File: config.mk
export PLATFORM = sky130hd
export DESIGN_NAME = remote_key_event_decoder
export DESIGN_NICKNAME = d
export VERILOG_FILES = /design/src/hw/rtl/rked_pkg.sv /design/src/hw/rtl/remote_key_event_decoder.sv
export SDC_FILE = /design/constraint.sdc
export NUM_CORES = 1
export LEC_CHECK = 0
export BUFFER_PORTS_ARGS = -buffer_cell sky130_fd_sc_hd__buf_2
export CAP_MARGIN = 25
export CELL_PAD_IN_SITES_DETAIL_PLACEMENT = 0
export CELL_PAD_IN_SITES_GLOBAL_PLACEMENT = 1
export CORE_MARGIN = 8
export CORE_UTILIZATION = 41
export CTS_CLUSTER_SIZE = 8
export DETAILED_ROUTE_END_ITERATION = 6
export PLACE_DENSITY_LB_ADDON = 0.1
export REMOVE_ABC_BUFFERS = 1
export SLEW_MARGIN = 30
export SYNTH_ARGS = -nofsm -noshare
export SYNTH_HDL_FRONTEND = slang
export SYNTH_SLANG_ARGS = --single-unit
File: constraint.sdc
create_clock -name clk -period 5.1 [get_ports clk]
set_clock_uncertainty 0.1 [all_clocks]
set_input_delay 0.765 -clock clk [delete_from_list [all_inputs] [get_ports clk]]
set_output_delay 0.765 -clock clk [all_outputs]
set_load 0.1 [all_outputs]
File: src/hw/rtl/rked_pkg.sv
// remote key event decoder package: codes, widths and the keymap rom
// no dependencies
package rked_pkg;

  localparam int MAP_ENTRIES = 256;
  localparam int TIMER_BITS  = 16;
  localparam int KEY_BITS    = 12;
  localparam int REPORT_BITS = 25;

  localparam logic [7:0]  RELEASE_CODE_RST  = 8'hff;
  localparam logic [15:0] HOLD_DELAY_RST    = 16'd500;
  localparam logic [15:0] REPEAT_PERIOD_RST = 16'd50;

  typedef enum logic [1:0] {
    MODE_IDLE   = 2'd0,
    MODE_HELD   = 2'd1,
    MODE_REPEAT = 2'd2
  } key_mode_t;

  typedef enum logic [1:0] {
    EV_RELEASE = 2'd0,
    EV_PRESS   = 2'd1,
    EV_REPEAT  = 2'd2
  } event_state_t;

  typedef enum logic [1:0] {
    REG_RELEASE_CODE  = 2'd0,
    REG_HOLD_DELAY    = 2'd1,
    REG_REPEAT_PERIOD = 2'd2
  } reg_index_t;

  localparam logic OP_BYTE = 1'b0;
  localparam logic OP_TICK = 1'b1;

  typedef struct packed {
    logic                valid;
    logic [KEY_BITS-1:0] key;
  } map_entry_t;

  function automatic map_entry_t keymap_lookup(input logic [7:0] scan);
    map_entry_t e;
    e.valid = 1'b1;
    case (scan)
      8'h01, 8'h81: e.key = 12'd212;
      8'h02, 8'h82: e.key = 12'd103;
      8'h03, 8'h83: e.key = 12'd213;
      8'h04, 8'h84: e.key = 12'd28;
      8'h05, 8'h85: e.key = 12'd105;
      8'h06, 8'h86: e.key = 12'd158;
      8'h07, 8'h87: e.key = 12'd106;
      8'h1a, 8'h9a: e.key = 12'd108;
      8'h1b, 8'h9b: e.key = 12'd139;
      default: begin
        e.valid = 1'b0;
        e.key   = '0;
      end
    endcase
    if ({1'b0, scan} >= 9'(MAP_ENTRIES)) begin
      e.valid = 1'b0;
    end
    return e;
  endfunction

endpackage

File: src/hw/rtl/remote_key_event_decoder.sv
// remote key event decoder top level: press, release and repeat events
// depends on rked_pkg
// result: an event of an accepted request is registered in the output register, or in the skid register under stall
// throughput: one request per cycle while the skid register is empty; a skid register absorbs one result under stall
// reset: synchronous active high rst; registers to reset values, key idle, no results
module remote_key_event_decoder
  import rked_pkg::*;
(
  input  logic                   clk,
  input  logic                   rst,
  input  logic                   psel,
  input  logic                   penable,
  input  logic                   pwrite,
  input  logic [3:0]             paddr,
  input  logic [31:0]            pwdata,
  output logic [31:0]            prdata,
  output logic                   pready,
  input  logic                   in_valid,
  output logic                   in_stall,
  input  logic                   operation,
  input  logic [7:0]             rx_byte,
  output logic                   out_valid,
  input  logic                   out_stall,
  output logic [1:0]             event_state,
  output logic [7:0]             scan_code,
  output logic [KEY_BITS-1:0]    key_code,
  output logic [REPORT_BITS-1:0] report_word
);

  typedef struct packed {
    logic [1:0]             state;
    logic [7:0]             scan;
    logic [KEY_BITS-1:0]    key;
    logic [REPORT_BITS-1:0] report;
  } result_t;

  logic [7:0]  release_code;
  logic [15:0] hold_delay;
  logic [15:0] repeat_period;

  key_mode_t             key_mode, key_mode_next;
  logic [7:0]            held_scan, held_scan_next;
  logic [TIMER_BITS-1:0] quiet_ticks, quiet_ticks_next;

  logic                  accept;
  logic                  ev_fire;
  event_state_t          ev_state;
  logic [7:0]            ev_scan;
  map_entry_t            ev_entry;
  logic                  res_fire;
  result_t               res;
  logic [TIMER_BITS-1:0] ticks_inc;
  logic [15:0]           limit;

  result_t out_reg;
  logic    skid_valid;
  result_t skid_reg;

  // configuration port
  assign pready = 1'b1;
  logic cfg_wr;
  assign cfg_wr = psel && penable && pwrite;

  always_ff @(posedge clk) begin
    if (rst) begin
      release_code  <= RELEASE_CODE_RST;
      hold_delay    <= HOLD_DELAY_RST;
      repeat_period <= REPEAT_PERIOD_RST;
    end else if (cfg_wr) begin
      unique case (paddr[3:2])
        REG_RELEASE_CODE:  release_code  <= pwdata[7:0];
        REG_HOLD_DELAY:    hold_delay    <= pwdata[15:0];
        REG_REPEAT_PERIOD: repeat_period <= pwdata[15:0];
        default: ;
      endcase
    end
  end

  always_comb begin
    unique case (paddr[3:2])
      REG_RELEASE_CODE:  prdata = {24'd0, release_code};
      REG_HOLD_DELAY:    prdata = {16'd0, hold_delay};
      REG_REPEAT_PERIOD: prdata = {16'd0, repeat_period};
      default:           prdata = '0;
    endcase
  end

  assign in_stall = skid_valid;
  assign accept   = in_valid && !in_stall;

  assign ticks_inc = (quiet_ticks == '1) ? quiet_ticks : quiet_ticks + 1'b1;
  assign limit     = (key_mode == MODE_HELD) ? hold_delay : repeat_period;

  // next state
  always_comb begin
    key_mode_next    = key_mode;
    held_scan_next   = held_scan;
    quiet_ticks_next = quiet_ticks;
    if (accept) begin
      if (operation == OP_BYTE) begin
        quiet_ticks_next = '0;
        if (key_mode == MODE_IDLE) begin
          if (rx_byte != release_code) begin
            held_scan_next = rx_byte;
            key_mode_next  = MODE_HELD;
          end
        end else if (rx_byte == release_code) begin
          held_scan_next = '0;
          key_mode_next  = MODE_IDLE;
        end
      end else begin
        quiet_ticks_next = ticks_inc;
        if (key_mode != MODE_IDLE) begin
          if (32'(ticks_inc) >= 32'(limit) || ticks_inc == '1) begin
            quiet_ticks_next = '0;
            key_mode_next    = MODE_REPEAT;
          end
        end
      end
    end
  end

  // event outputs
  always_comb begin
    ev_fire  = 1'b0;
    ev_state = EV_PRESS;
    ev_scan  = rx_byte;
    if (operation == OP_BYTE) begin
      if (key_mode == MODE_IDLE) begin
        ev_fire  = rx_byte != release_code;
        ev_state = EV_PRESS;
        ev_scan  = rx_byte;
      end else begin
        ev_fire  = rx_byte == release_code;
        ev_state = EV_RELEASE;
        ev_scan  = held_scan;
      end
    end else if (key_mode != MODE_IDLE) begin
      ev_fire  = 32'(ticks_inc) >= 32'(limit) || ticks_inc == '1;
      ev_state = EV_REPEAT;
      ev_scan  = held_scan;
    end
  end

  assign ev_entry   = keymap_lookup(ev_scan);
  assign res_fire   = accept && ev_fire && ev_entry.valid;
  assign res.state  = ev_state;
  assign res.scan   = ev_scan;
  assign res.key    = ev_entry.key;
  assign res.report = {ev_state != EV_RELEASE, 4'd0, ev_scan, ev_entry.key};

  always_ff @(posedge clk) begin
    if (rst) begin
      key_mode    <= MODE_IDLE;
      held_scan   <= '0;
      quiet_ticks <= '0;
    end else begin
      key_mode    <= key_mode_next;
      held_scan   <= held_scan_next;
      quiet_ticks <= quiet_ticks_next;
    end
  end

  // output register with skid
  always_ff @(posedge clk) begin
    if (rst) begin
      out_valid  <= 1'b0;
      skid_valid <= 1'b0;
    end else if (!out_valid || !out_stall) begin
      if (skid_valid) begin
        out_valid  <= 1'b1;
        skid_valid <= 1'b0;
      end else begin
        out_valid <= res_fire;
      end
    end else if (res_fire) begin
      skid_valid <= 1'b1;
    end
  end

  always_ff @(posedge clk) begin
    if (!out_valid || !out_stall) begin
      if (skid_valid) begin
        out_reg <= skid_reg;
      end else if (res_fire) begin
        out_reg <= res;
      end
    end else if (res_fire) begin
      skid_reg <= res;
    end
  end

  assign event_state = out_reg.state;
  assign scan_code   = out_reg.scan;
  assign key_code    = out_reg.key;
  assign report_word = out_reg.report;

`ifndef ASSERT_OFF
  a_skid_implies_out: assert property (@(posedge clk) disable iff (rst)
    skid_valid |-> out_valid)
    else $error("skid holds a result while output register is empty");

  a_out_holds: assert property (@(posedge clk) disable iff (rst)
    out_valid && out_stall |=> out_valid)
    else $error("stalled result dropped");

  a_idle_scan_clear: assert property (@(posedge clk) disable iff (rst)
    key_mode == MODE_IDLE |-> held_scan == 8'd0)
    else $error("held scan code not cleared while idle");

  a_no_overrun: assert property (@(posedge clk) disable iff (rst)
    skid_valid && out_stall |=> skid_valid)
    else $error("skid result lost under stall");
`endif

endmodule

==> flow_metrics.env, run 1 <==
export IMPL_ys_types=61
export IMPL_antenna_found_initial=0
export IMPL_met3_usage_pct=4.38
export IMPL_worstPathArrival_ps=4430
export IMPL_worst_slew_pin_slew_ps=904
export IMPL_viasPerCell=5.27
export IMPL_leakagePower_nw=2.85
export IMPL_hold_depth=2
export IMPL_crit_type="reg2reg"
export IMPL_gr_usage_met1_pct=22.9
export IMPL_setup_violations=0
export IMPL_h_tree_depth=3
export IMPL_reg2reg_from="quiet_ticks[4]"
export IMPL_r2r_end="scan_code[4]"
export IMPL_grt_overflow_total=0
export IMPL_syn_to_final_growth_pct=11.7
export IMPL_critPathMaxFanout=19
export IMPL_wl_mm=15.7
export IMPL_final_period_utilization_pct=89.0
export IMPL_cts_setup_buffers=0
export IMPL_antennaDiodeCount=0
export IMPL_fin_crit_ps=4540
export IMPL_hpwl_mm=11.4
export IMPL_pin_count=134
export IMPL_post_route_drc_count=0
export IMPL_nNetsFinal=818
export IMPL_ys_seq_area_share_pct=41.0
export IMPL_die_h_um=138
export IMPL_drive_above_1_share_pct=20.9
export IMPL_synth_seq_cells=106
export IMPL_std_cell_rows=44
export IMPL_holdCritPathClass="reg2reg"
export IMPL_ys_flop_type="dfxtp_1"
export IMPL_place_area_sq_um=6500
export IMPL_syn_area_sq_um=6100
export IMPL_vias=4933
export IMPL_port_buffers=86
export IMPL_grt_busiest_layer="met2"
export IMPL_cts_tree="done"
export IMPL_rsz0062_at_grt="no"
export IMPL_start_util_pct=42.0
export IMPL_clk_insertion_delay_late_ps=360
export IMPL_status="complete, no violations"
export IMPL_final_area_sq_um=6810
export IMPL_yosysWarnings=0
export IMPL_first_global_vias=4746
export IMPL_cts_root_buffer="clkbuf_16"
export IMPL_ir_drop_uv=168
export IMPL_met2_usage_pct=25.3
export IMPL_synth_largest_area_cell="dfxtp_1"
export IMPL_power_density_nw_per_um2=290
export IMPL_worstHoldStart="held_scan[7]"
export IMPL_tns_ps=0
export IMPL_syn_mean_instance_area_sq_um=8.87
export IMPL_core_sq_um=14500
export IMPL_reg2regPathDepth=13
export IMPL_maxCapViolations=0
export IMPL_grt_pass1_wl_mm=24.8
export IMPL_cts_hold_buf=0
export IMPL_critPathLaunch="quiet_ticks[4]"
export IMPL_fmax_ghz=0.220
export IMPL_worst_slack_ps=563
export IMPL_dieArea_sq_um=19000
export IMPL_cts_buffer_depth=2
export IMPL_finalHoldViolations=0
export IMPL_post_place_ws_ps=572
export IMPL_power_total_mw=1.98
export IMPL_drt_initial_drc_count=314
export IMPL_async_reset_ff_share_pct=0
export IMPL_drt_first_pass_iters=5
export IMPL_fillers=1463
export IMPL_start_kind="register"
export IMPL_slew_headroom_pct=39.6
export IMPL_synth_area_leaders="dfxtp_1, edfxtp_1, nand2_1, mux2i_1, buf_4"
export IMPL_wl_per_cell_um=16.8
export IMPL_largest_reg_flops=19
export IMPL_die_x_um=138
export IMPL_grt_usage_pct=16.6
export IMPL_end_kind="register"
export IMPL_ff2ff_setup_slack_ps=560
export IMPL_whs_endpoint="held_scan[7]"
export IMPL_cts_resized=0
export IMPL_synth_top_area_share_pct=22.3
export IMPL_postRouteAntennaNets=0
export IMPL_grt_max_degree=42
export IMPL_syn_inst=688
export IMPL_synth_edf_count=38
export IMPL_clkSinkCount=106
export IMPL_clkTransAtPathRegs_ps=70
export IMPL_drv_slew=0
export IMPL_cts_inserted_buffers=9
export IMPL_gp_congestion=0.817
export IMPL_crit_required_ps=4990
[cells in the final DEF, fill, tap and decap left out, types with 11 or more instances in the layout]
master,instances
xor2_1,12
nor3_1,14
nand3_1,25
mux2i_1,35
ha_1,19
a21oi_1,48
buf_2,86
mux2_2,20
o21ai_0,26
dfxtp_1,67
nand2_1,137
conb_1,29
inv_1,21
nor2_1,27
edfxtp_1,38
buf_4,11
[routing by layer]
layer	share of wire (%)	wire, um	vias up
li1	-	-	2452
met1	49	7620	2319
met2	45	7010	147
met3	5.8	906	15
met4	1.0	157	0
met5	0	0	-
[cell type report]
type                    instances  area, sq um  share of cell area [%]
clock buffers                  11          264                    3.88
clock inverters                 5         48.8                   0.716
inverters                      24         90.1                    1.32
multi-input cells             509         3160                    46.4
flip-flops and latches        106         2500                    36.7
well taps                     184          230                    3.38
repair buffers                 97          513                    7.53
[power by group]
part	switching [mW]	total, mW	internal (mW)	leakage, nW
sequential	0.0104	0.898	0.888	0.895
clock	0.328	0.730	0.402	0.160
combinational	0.273	0.347	0.0737	1.79
total	0.612	1.98	1.36	2.85
[how the worst max path moves through the flow]
| stage | to | slack [ps] | depth (start not counted) |
|---|---|---|---|
| after floorplan | event_state[0] | 640 | 13 |
| after global placement | report_word[19] | 350 | 13 |
| after detailed placement | scan_code[4] | 570 | 13 |
| after CTS | scan_code[3] | 530 | 13 |
| after global routing | scan_code[6] | 200 | 13 |
| final | scan_code[4] | 560 | 13 |
[logic make-up after synthesis]
group                      share of synthesized area (%)
and+or+nand+nor                                     19.6
muxes                                               9.44
DFF                                                 41.0
xor gates and xnor gates                            2.58
AOI/OAI and AO/OA                                   14.3
other                                              0.123
adders and majority gates                           3.90
buffers and inverters                               9.01
[cell usage after synthesis, types with 3 or more instances]
library cell  instances
o21ai_0              26
nand2_1             137
mux2i_1              35
and2_1                5
o211ai_1              5
xnor2_1               6
o21ai_2               9
clkinv_1              3
a22o_1                8
clkbuf_1             25
inv_1                21
buf_4                45
nand4_1               5
o31ai_1               4
or3_1                 3
nor4_1                4
ha_1                 19
a211oi_1              3
nand3_1              25
nor3_1               14
edfxtp_1             38
buf_2                 4
nor3b_1               6
nor2_1               28
mux2_2               20
a21o_1                3
nand2b_1              5
dfxtp_1              68
or2_2                 3
xor2_1               12
a21oi_1              49
and3_1                5
nor2b_1               6
a31oi_1               6
[worst max-delay path, cell delays in order (launching register included)]
cell,delay (ps)
dfxtp_1,490
nand4_4,240
or2_2,360
or3_1,390
nor2_1,360
mux2_2,400
ha_1,280
a21o_1,100
a21oi_1,50
o21ai_0,190
a21oi_1,140
o31ai_1,180
a31oi_1,280
a21oi_4,590
[through the flow]
stage | hold slack, ps | utilization [%] | cells
2_1_floorplan | 331 | - | 639
3_3_place_gp | 344 | 44.6 | 920
3_5_place_dp | 357 | 44.7 | 920
4_1_cts | 367 | 46.9 | 936
5_1_grt | 387 | 46.9 | 936
6_report | 361 | 46.9 | 936
(Power assumes the default switching activity.)
==> run 2, diff against run 1 <==
- CORE_ASPECT_RATIO: not set -> 0.6
==> flow_metrics.env, run 2 (synthesized netlist as in run 1, its figures left out) <==
export IMPL_first_global_vias=4957
export IMPL_worstPathArrival_ps=4370
export IMPL_multi_input_area_sq_um=3170
export IMPL_drt_initial_drc_count=451
export IMPL_core_sq_um=14500
export IMPL_nNetsFinal=820
export IMPL_wl_per_cell_um=17.9
export IMPL_cpMostUsedCell="a21oi_1"
export IMPL_cts_hold_buf=0
export IMPL_fin_crit_ps=4480
export IMPL_critPathMaxFanout=19
export IMPL_clkTransAtPathRegs_ps=80
export IMPL_largest_reg_flops=19
export IMPL_grt_overflow_total=0
export IMPL_drive_above_1_share_pct=21.4
export IMPL_finalHoldViolations=0
export IMPL_final_core_util_pct=47.2
export IMPL_rsz0062_at_grt="no"
export IMPL_crit_type="reg2reg"
export IMPL_slew_headroom_pct=40.6
export IMPL_holdCritPathClass="reg2reg"
export IMPL_final_common_cell="nand2_1"
export IMPL_pin_count=134
export IMPL_fmax_ghz=0.223
export IMPL_antenna_found_initial=0
export IMPL_cts_resized=0
export IMPL_syn_to_final_growth_pct=12.3
export IMPL_end_kind="register"
export IMPL_cp_slowest_stage_delay_ps=550
export IMPL_die_h_um=110
export IMPL_antennaDiodeCount=0
export IMPL_cts_tree="done"
export IMPL_drv_slew=0
export IMPL_hpwl_mm=12.8
export IMPL_post_route_drc_count=0
export IMPL_viasPerCell=5.37
export IMPL_ff_latch_area_sq_um=2500
export IMPL_worstPathCellList="nand4_4 -> or2_2 -> or3_1 -> nor2_1 -> mux2_2 -> ha_1 -> a21o_1 -> a21oi_1 -> o21ai_0 -> a21oi_1 -> o31ai_1 -> a31oi_1 -> a21oi_4"
export IMPL_die_x_um=173
export IMPL_status="complete, no violations"
export IMPL_start_util_pct=42.0
export IMPL_maxCapViolations=0
export IMPL_cts_root_buffer="clkbuf_16"
export IMPL_dieArea_sq_um=19200
export IMPL_vias=5115
export IMPL_clk_insertion_delay_late_ps=350
export IMPL_path_buf_inv=0
export IMPL_placed_cells=936
export IMPL_setup_violations=0
export IMPL_fillers=1438
export IMPL_drt_first_pass_iters=5
export IMPL_tns_ps=0
export IMPL_cts_inserted_buffers=9
export IMPL_cts_setup_buffers=0
export IMPL_layout_common_cells="nand2_1, buf_2, dfxtp_1"
export IMPL_h_tree_depth=3
export IMPL_grt_pass1_wl_mm=27.4
export IMPL_cp_top_family="compound AO/OA/AOI/OAI gates"
export IMPL_worst_slew_pin_slew_ps=888
export IMPL_grt_usage_pct=17.6
export IMPL_cpMaxStageDelayCell="a21oi_4"
export IMPL_power_total_mw=1.99
export IMPL_grt_max_degree=26
export IMPL_start_kind="register"
export IMPL_worst_slack_ps=616
export IMPL_std_cell_rows=34
export IMPL_wl_mm=17.0
export IMPL_final_period_utilization_pct=87.9
export IMPL_postRouteAntennaNets=0
export IMPL_clkSinkCount=106
export IMPL_crit_required_ps=4990
export IMPL_post_place_ws_ps=624
export IMPL_power_density_nw_per_um2=290
export IMPL_leakagePower_nw=2.85
export IMPL_gp_congestion=0.867
export IMPL_cts_buffer_depth=2
export IMPL_ir_drop_uv=153
export IMPL_instances_no_fill=952
export IMPL_port_buffers=86
run 2: final timing paths:
path	end	depth (start not counted)	slack (ps)	from
worst min register to register	held_scan[7]	2	360	held_scan[7]
worst min-delay path	held_scan[7]	2	360	held_scan[7]
worst max-delay path	key_code[3]	13	620	quiet_ticks[4]
worst max register to register	key_code[3]	13	620	quiet_ticks[4]
run 2: power by group:
group          leakage [nW]  switching, mW  internal [mW]
sequential            0.895         0.0110          0.888
combinational          1.81          0.284         0.0739
clock                 0.149          0.342          0.390
run 2: area by class of cell:
class / instances / area share [%]
Timing Repair Buffer: 99 / 7.71
Inverter: 24 / 1.31
Clock buffer: 9 / 3.29
Sequential cell: 106 / 36.5
Tap cell: 198 / 3.62
Multi-Input combinational cell: 509 / 46.3
Clock inverter: 7 / 1.22
run 2: routing by layer:
metal  part of all wire, %  track usage [%]  vias up  wire length (um)
met2                    39             23.7      203              6640
met1                    53             27.4     2436              9040
met5                     0                0        -                 0
li1                      -                -     2466                 -
met4                  0.55             2.97        0                94
met3                   7.3             4.49       10              1250
run 2: per-stage QoR:
| step | hold slack (ps) | cell area (sq um) |
|---|---|---|
| 2_1_floorplan | 331 | 5740 |
| 3_3_place_gp | 343 | 6530 |
| 3_5_place_dp | 348 | 6540 |
| 4_1_cts | 359 | 6850 |
| 5_1_grt | 396 | 6850 |
| 6_report | 357 | 6850 |
run 2: tightest hold or removal path: cells and delay by family (launching register included):
family	cells	cell delay, ps
simple gates	1	50
compound gates	1	50
flops	1	310
==> run 3, diff against run 2 <==
- ABC_CLOCK_PERIOD_IN_PS: not set -> 5100
- CELL_PAD_IN_SITES_DETAIL_PLACEMENT: 0 -> 1
==> flow_metrics.env, run 3 (synthesized netlist as in run 1, its figures left out) <==
export IMPL_start_util_pct=42.0
export IMPL_final_common_cell="nand2_1"
export IMPL_drive_above_1_share_pct=21.4
export IMPL_final_core_util_pct=47.2
export IMPL_hpwl_mm=14.3
export IMPL_fin_crit_ps=4560
export IMPL_fmax_ghz=0.219
export IMPL_fillers=1762
export IMPL_wl_per_cell_um=19.7
export IMPL_r2r_end="scan_code[1]"
export IMPL_tns_ps=0
export IMPL_placed_cells=936
export IMPL_holdCritPathClass="reg2reg"
export IMPL_slew_headroom_pct=39.9
export IMPL_grt_overflow_total=0
export IMPL_antennaDiodeCount=0
export IMPL_cts_tree="done"
export IMPL_crit_type="reg2reg"
export IMPL_reg2reg_from="quiet_ticks[4]"
export IMPL_first_global_vias=5495
export IMPL_crit_required_ps=4990
export IMPL_multi_input_area_sq_um=3170
export IMPL_die_h_um=110
export IMPL_finalHoldViolations=0
export IMPL_worst_slew_pin_slew_ps=899
export IMPL_pin_count=134
export IMPL_cts_buffer_depth=2
export IMPL_final_area_sq_um=6850
export IMPL_ir_drop_uv=143
export IMPL_h_tree_depth=3
export IMPL_grt_usage_pct=19.6
export IMPL_clkTransAtPathRegs_ps=80
export IMPL_maxCapViolations=0
export IMPL_timing_hold_ws_ps=366
export IMPL_worstHoldStart="held_scan[7]"
export IMPL_drt_first_pass_iters=4
export IMPL_grt_max_degree=26
export IMPL_leakagePower_nw=2.85
export IMPL_setup_violations=0
export IMPL_power_density_nw_per_um2=293
export IMPL_clk_insertion_delay_late_ps=360
export IMPL_core_sq_um=14500
export IMPL_place_area_sq_um=6540
export IMPL_vias=5100
export IMPL_dieArea_sq_um=19200
export IMPL_critPathMaxFanout=19
export IMPL_cts_inserted_buffers=9
export IMPL_postRouteAntennaNets=0
export IMPL_start_kind="register"
export IMPL_worstPathArrival_ps=4450
export IMPL_rsz0062_at_grt="no"
export IMPL_cts_setup_buffers=0
export IMPL_grt_pass1_wl_mm=30.2
export IMPL_viasPerCell=5.36
export IMPL_ff2ff_setup_slack_ps=540
export IMPL_instances_no_fill=952
export IMPL_reg2regPathDepth=13
export IMPL_layout_common_cells="nand2_1, buf_2, dfxtp_1"
export IMPL_largest_reg_flops=19
export IMPL_post_route_drc_count=0
export IMPL_status="complete, no violations"
export IMPL_final_period_utilization_pct=89.3
export IMPL_end_kind="register"
export IMPL_cts_root_buffer="clkbuf_16"
export IMPL_antenna_found_initial=0
export IMPL_cts_resized=0
export IMPL_wl_mm=18.8
export IMPL_gp_congestion=0.867
export IMPL_die_x_um=173
export IMPL_cts_hold_buf=0
export IMPL_clkSinkCount=106
export IMPL_syn_to_final_growth_pct=12.3
export IMPL_hold_depth=2
export IMPL_whs_endpoint="held_scan[7]"
export IMPL_drv_slew=0
export IMPL_std_cell_rows=34
export IMPL_drt_initial_drc_count=308
export IMPL_ff_latch_area_sq_um=2500
export IMPL_port_buffers=86
export IMPL_nNetsFinal=820
==> run 3: cell counts in the layout (fill, tap and decap cells not counted) <==
No cell type changed its count.
==> run 3: layout make-up <==
| cell class | count | area share [%] |
|---|---|---|
| Timing Repair Buffer | 99 | 7.71 |
| Multi-Input combinational cell | 509 | 46.3 |
| Inverter | 24 | 1.31 |
| Tap cell | 198 | 3.62 |
| Sequential cell | 106 | 36.5 |
| Clock buffer | 9 | 3.29 |
| Clock inverter | 7 | 1.22 |
==> run 3: layer usage <==
metal	GRT usage [%]	routed length (um)
met1	28.4	9320
met2	28.9	8020
met3	4.59	1310
met4	3.83	110
met5	0	0
==> run 3: report_power, final <==
| group | switching, mW | internal (mW) |
|---|---|---|
| Sequential | 0.0111 | 0.888 |
| Clock | 0.353 | 0.390 |
| Combinational | 0.290 | 0.0744 |
| Total | 0.653 | 1.35 |
==> run 3: critical path, stage by stage (launching register included) <==
cell,delay [ps]
dfxtp_1,500
nand4_4,240
or2_2,360
or3_1,410
nor2_1,380
mux2_2,420
ha_1,300
a21o_1,110
a21oi_1,60
o21ai_0,170
a21oi_1,130
o31ai_1,170
a31oi_1,260
a21oi_4,570
==> run 3: per-stage QoR <==
stage                     setup slack, ps  power (mW)
after floorplan                       637        1.18
after global placement                454        1.27
after detailed placement              493        1.28
after CTS                             468        2.01
after global routing                 26.5        2.07
final                                 544        2.01
==> run 3: worst max-delay path by stage <==
stage	slack (ps)	from	depth (start not counted)	endpoint
2_1_floorplan	640	quiet_ticks[4]	13	event_state[0]
3_3_place_gp	450	quiet_ticks[4]	13	key_code[2]
3_5_place_dp	490	quiet_ticks[4]	13	key_code[0]
4_1_cts	470	quiet_ticks[4]	13	scan_code[6]
5_1_grt	30	quiet_ticks[4]	13	scan_code[1]
6_report	540	quiet_ticks[4]	13	scan_code[1]
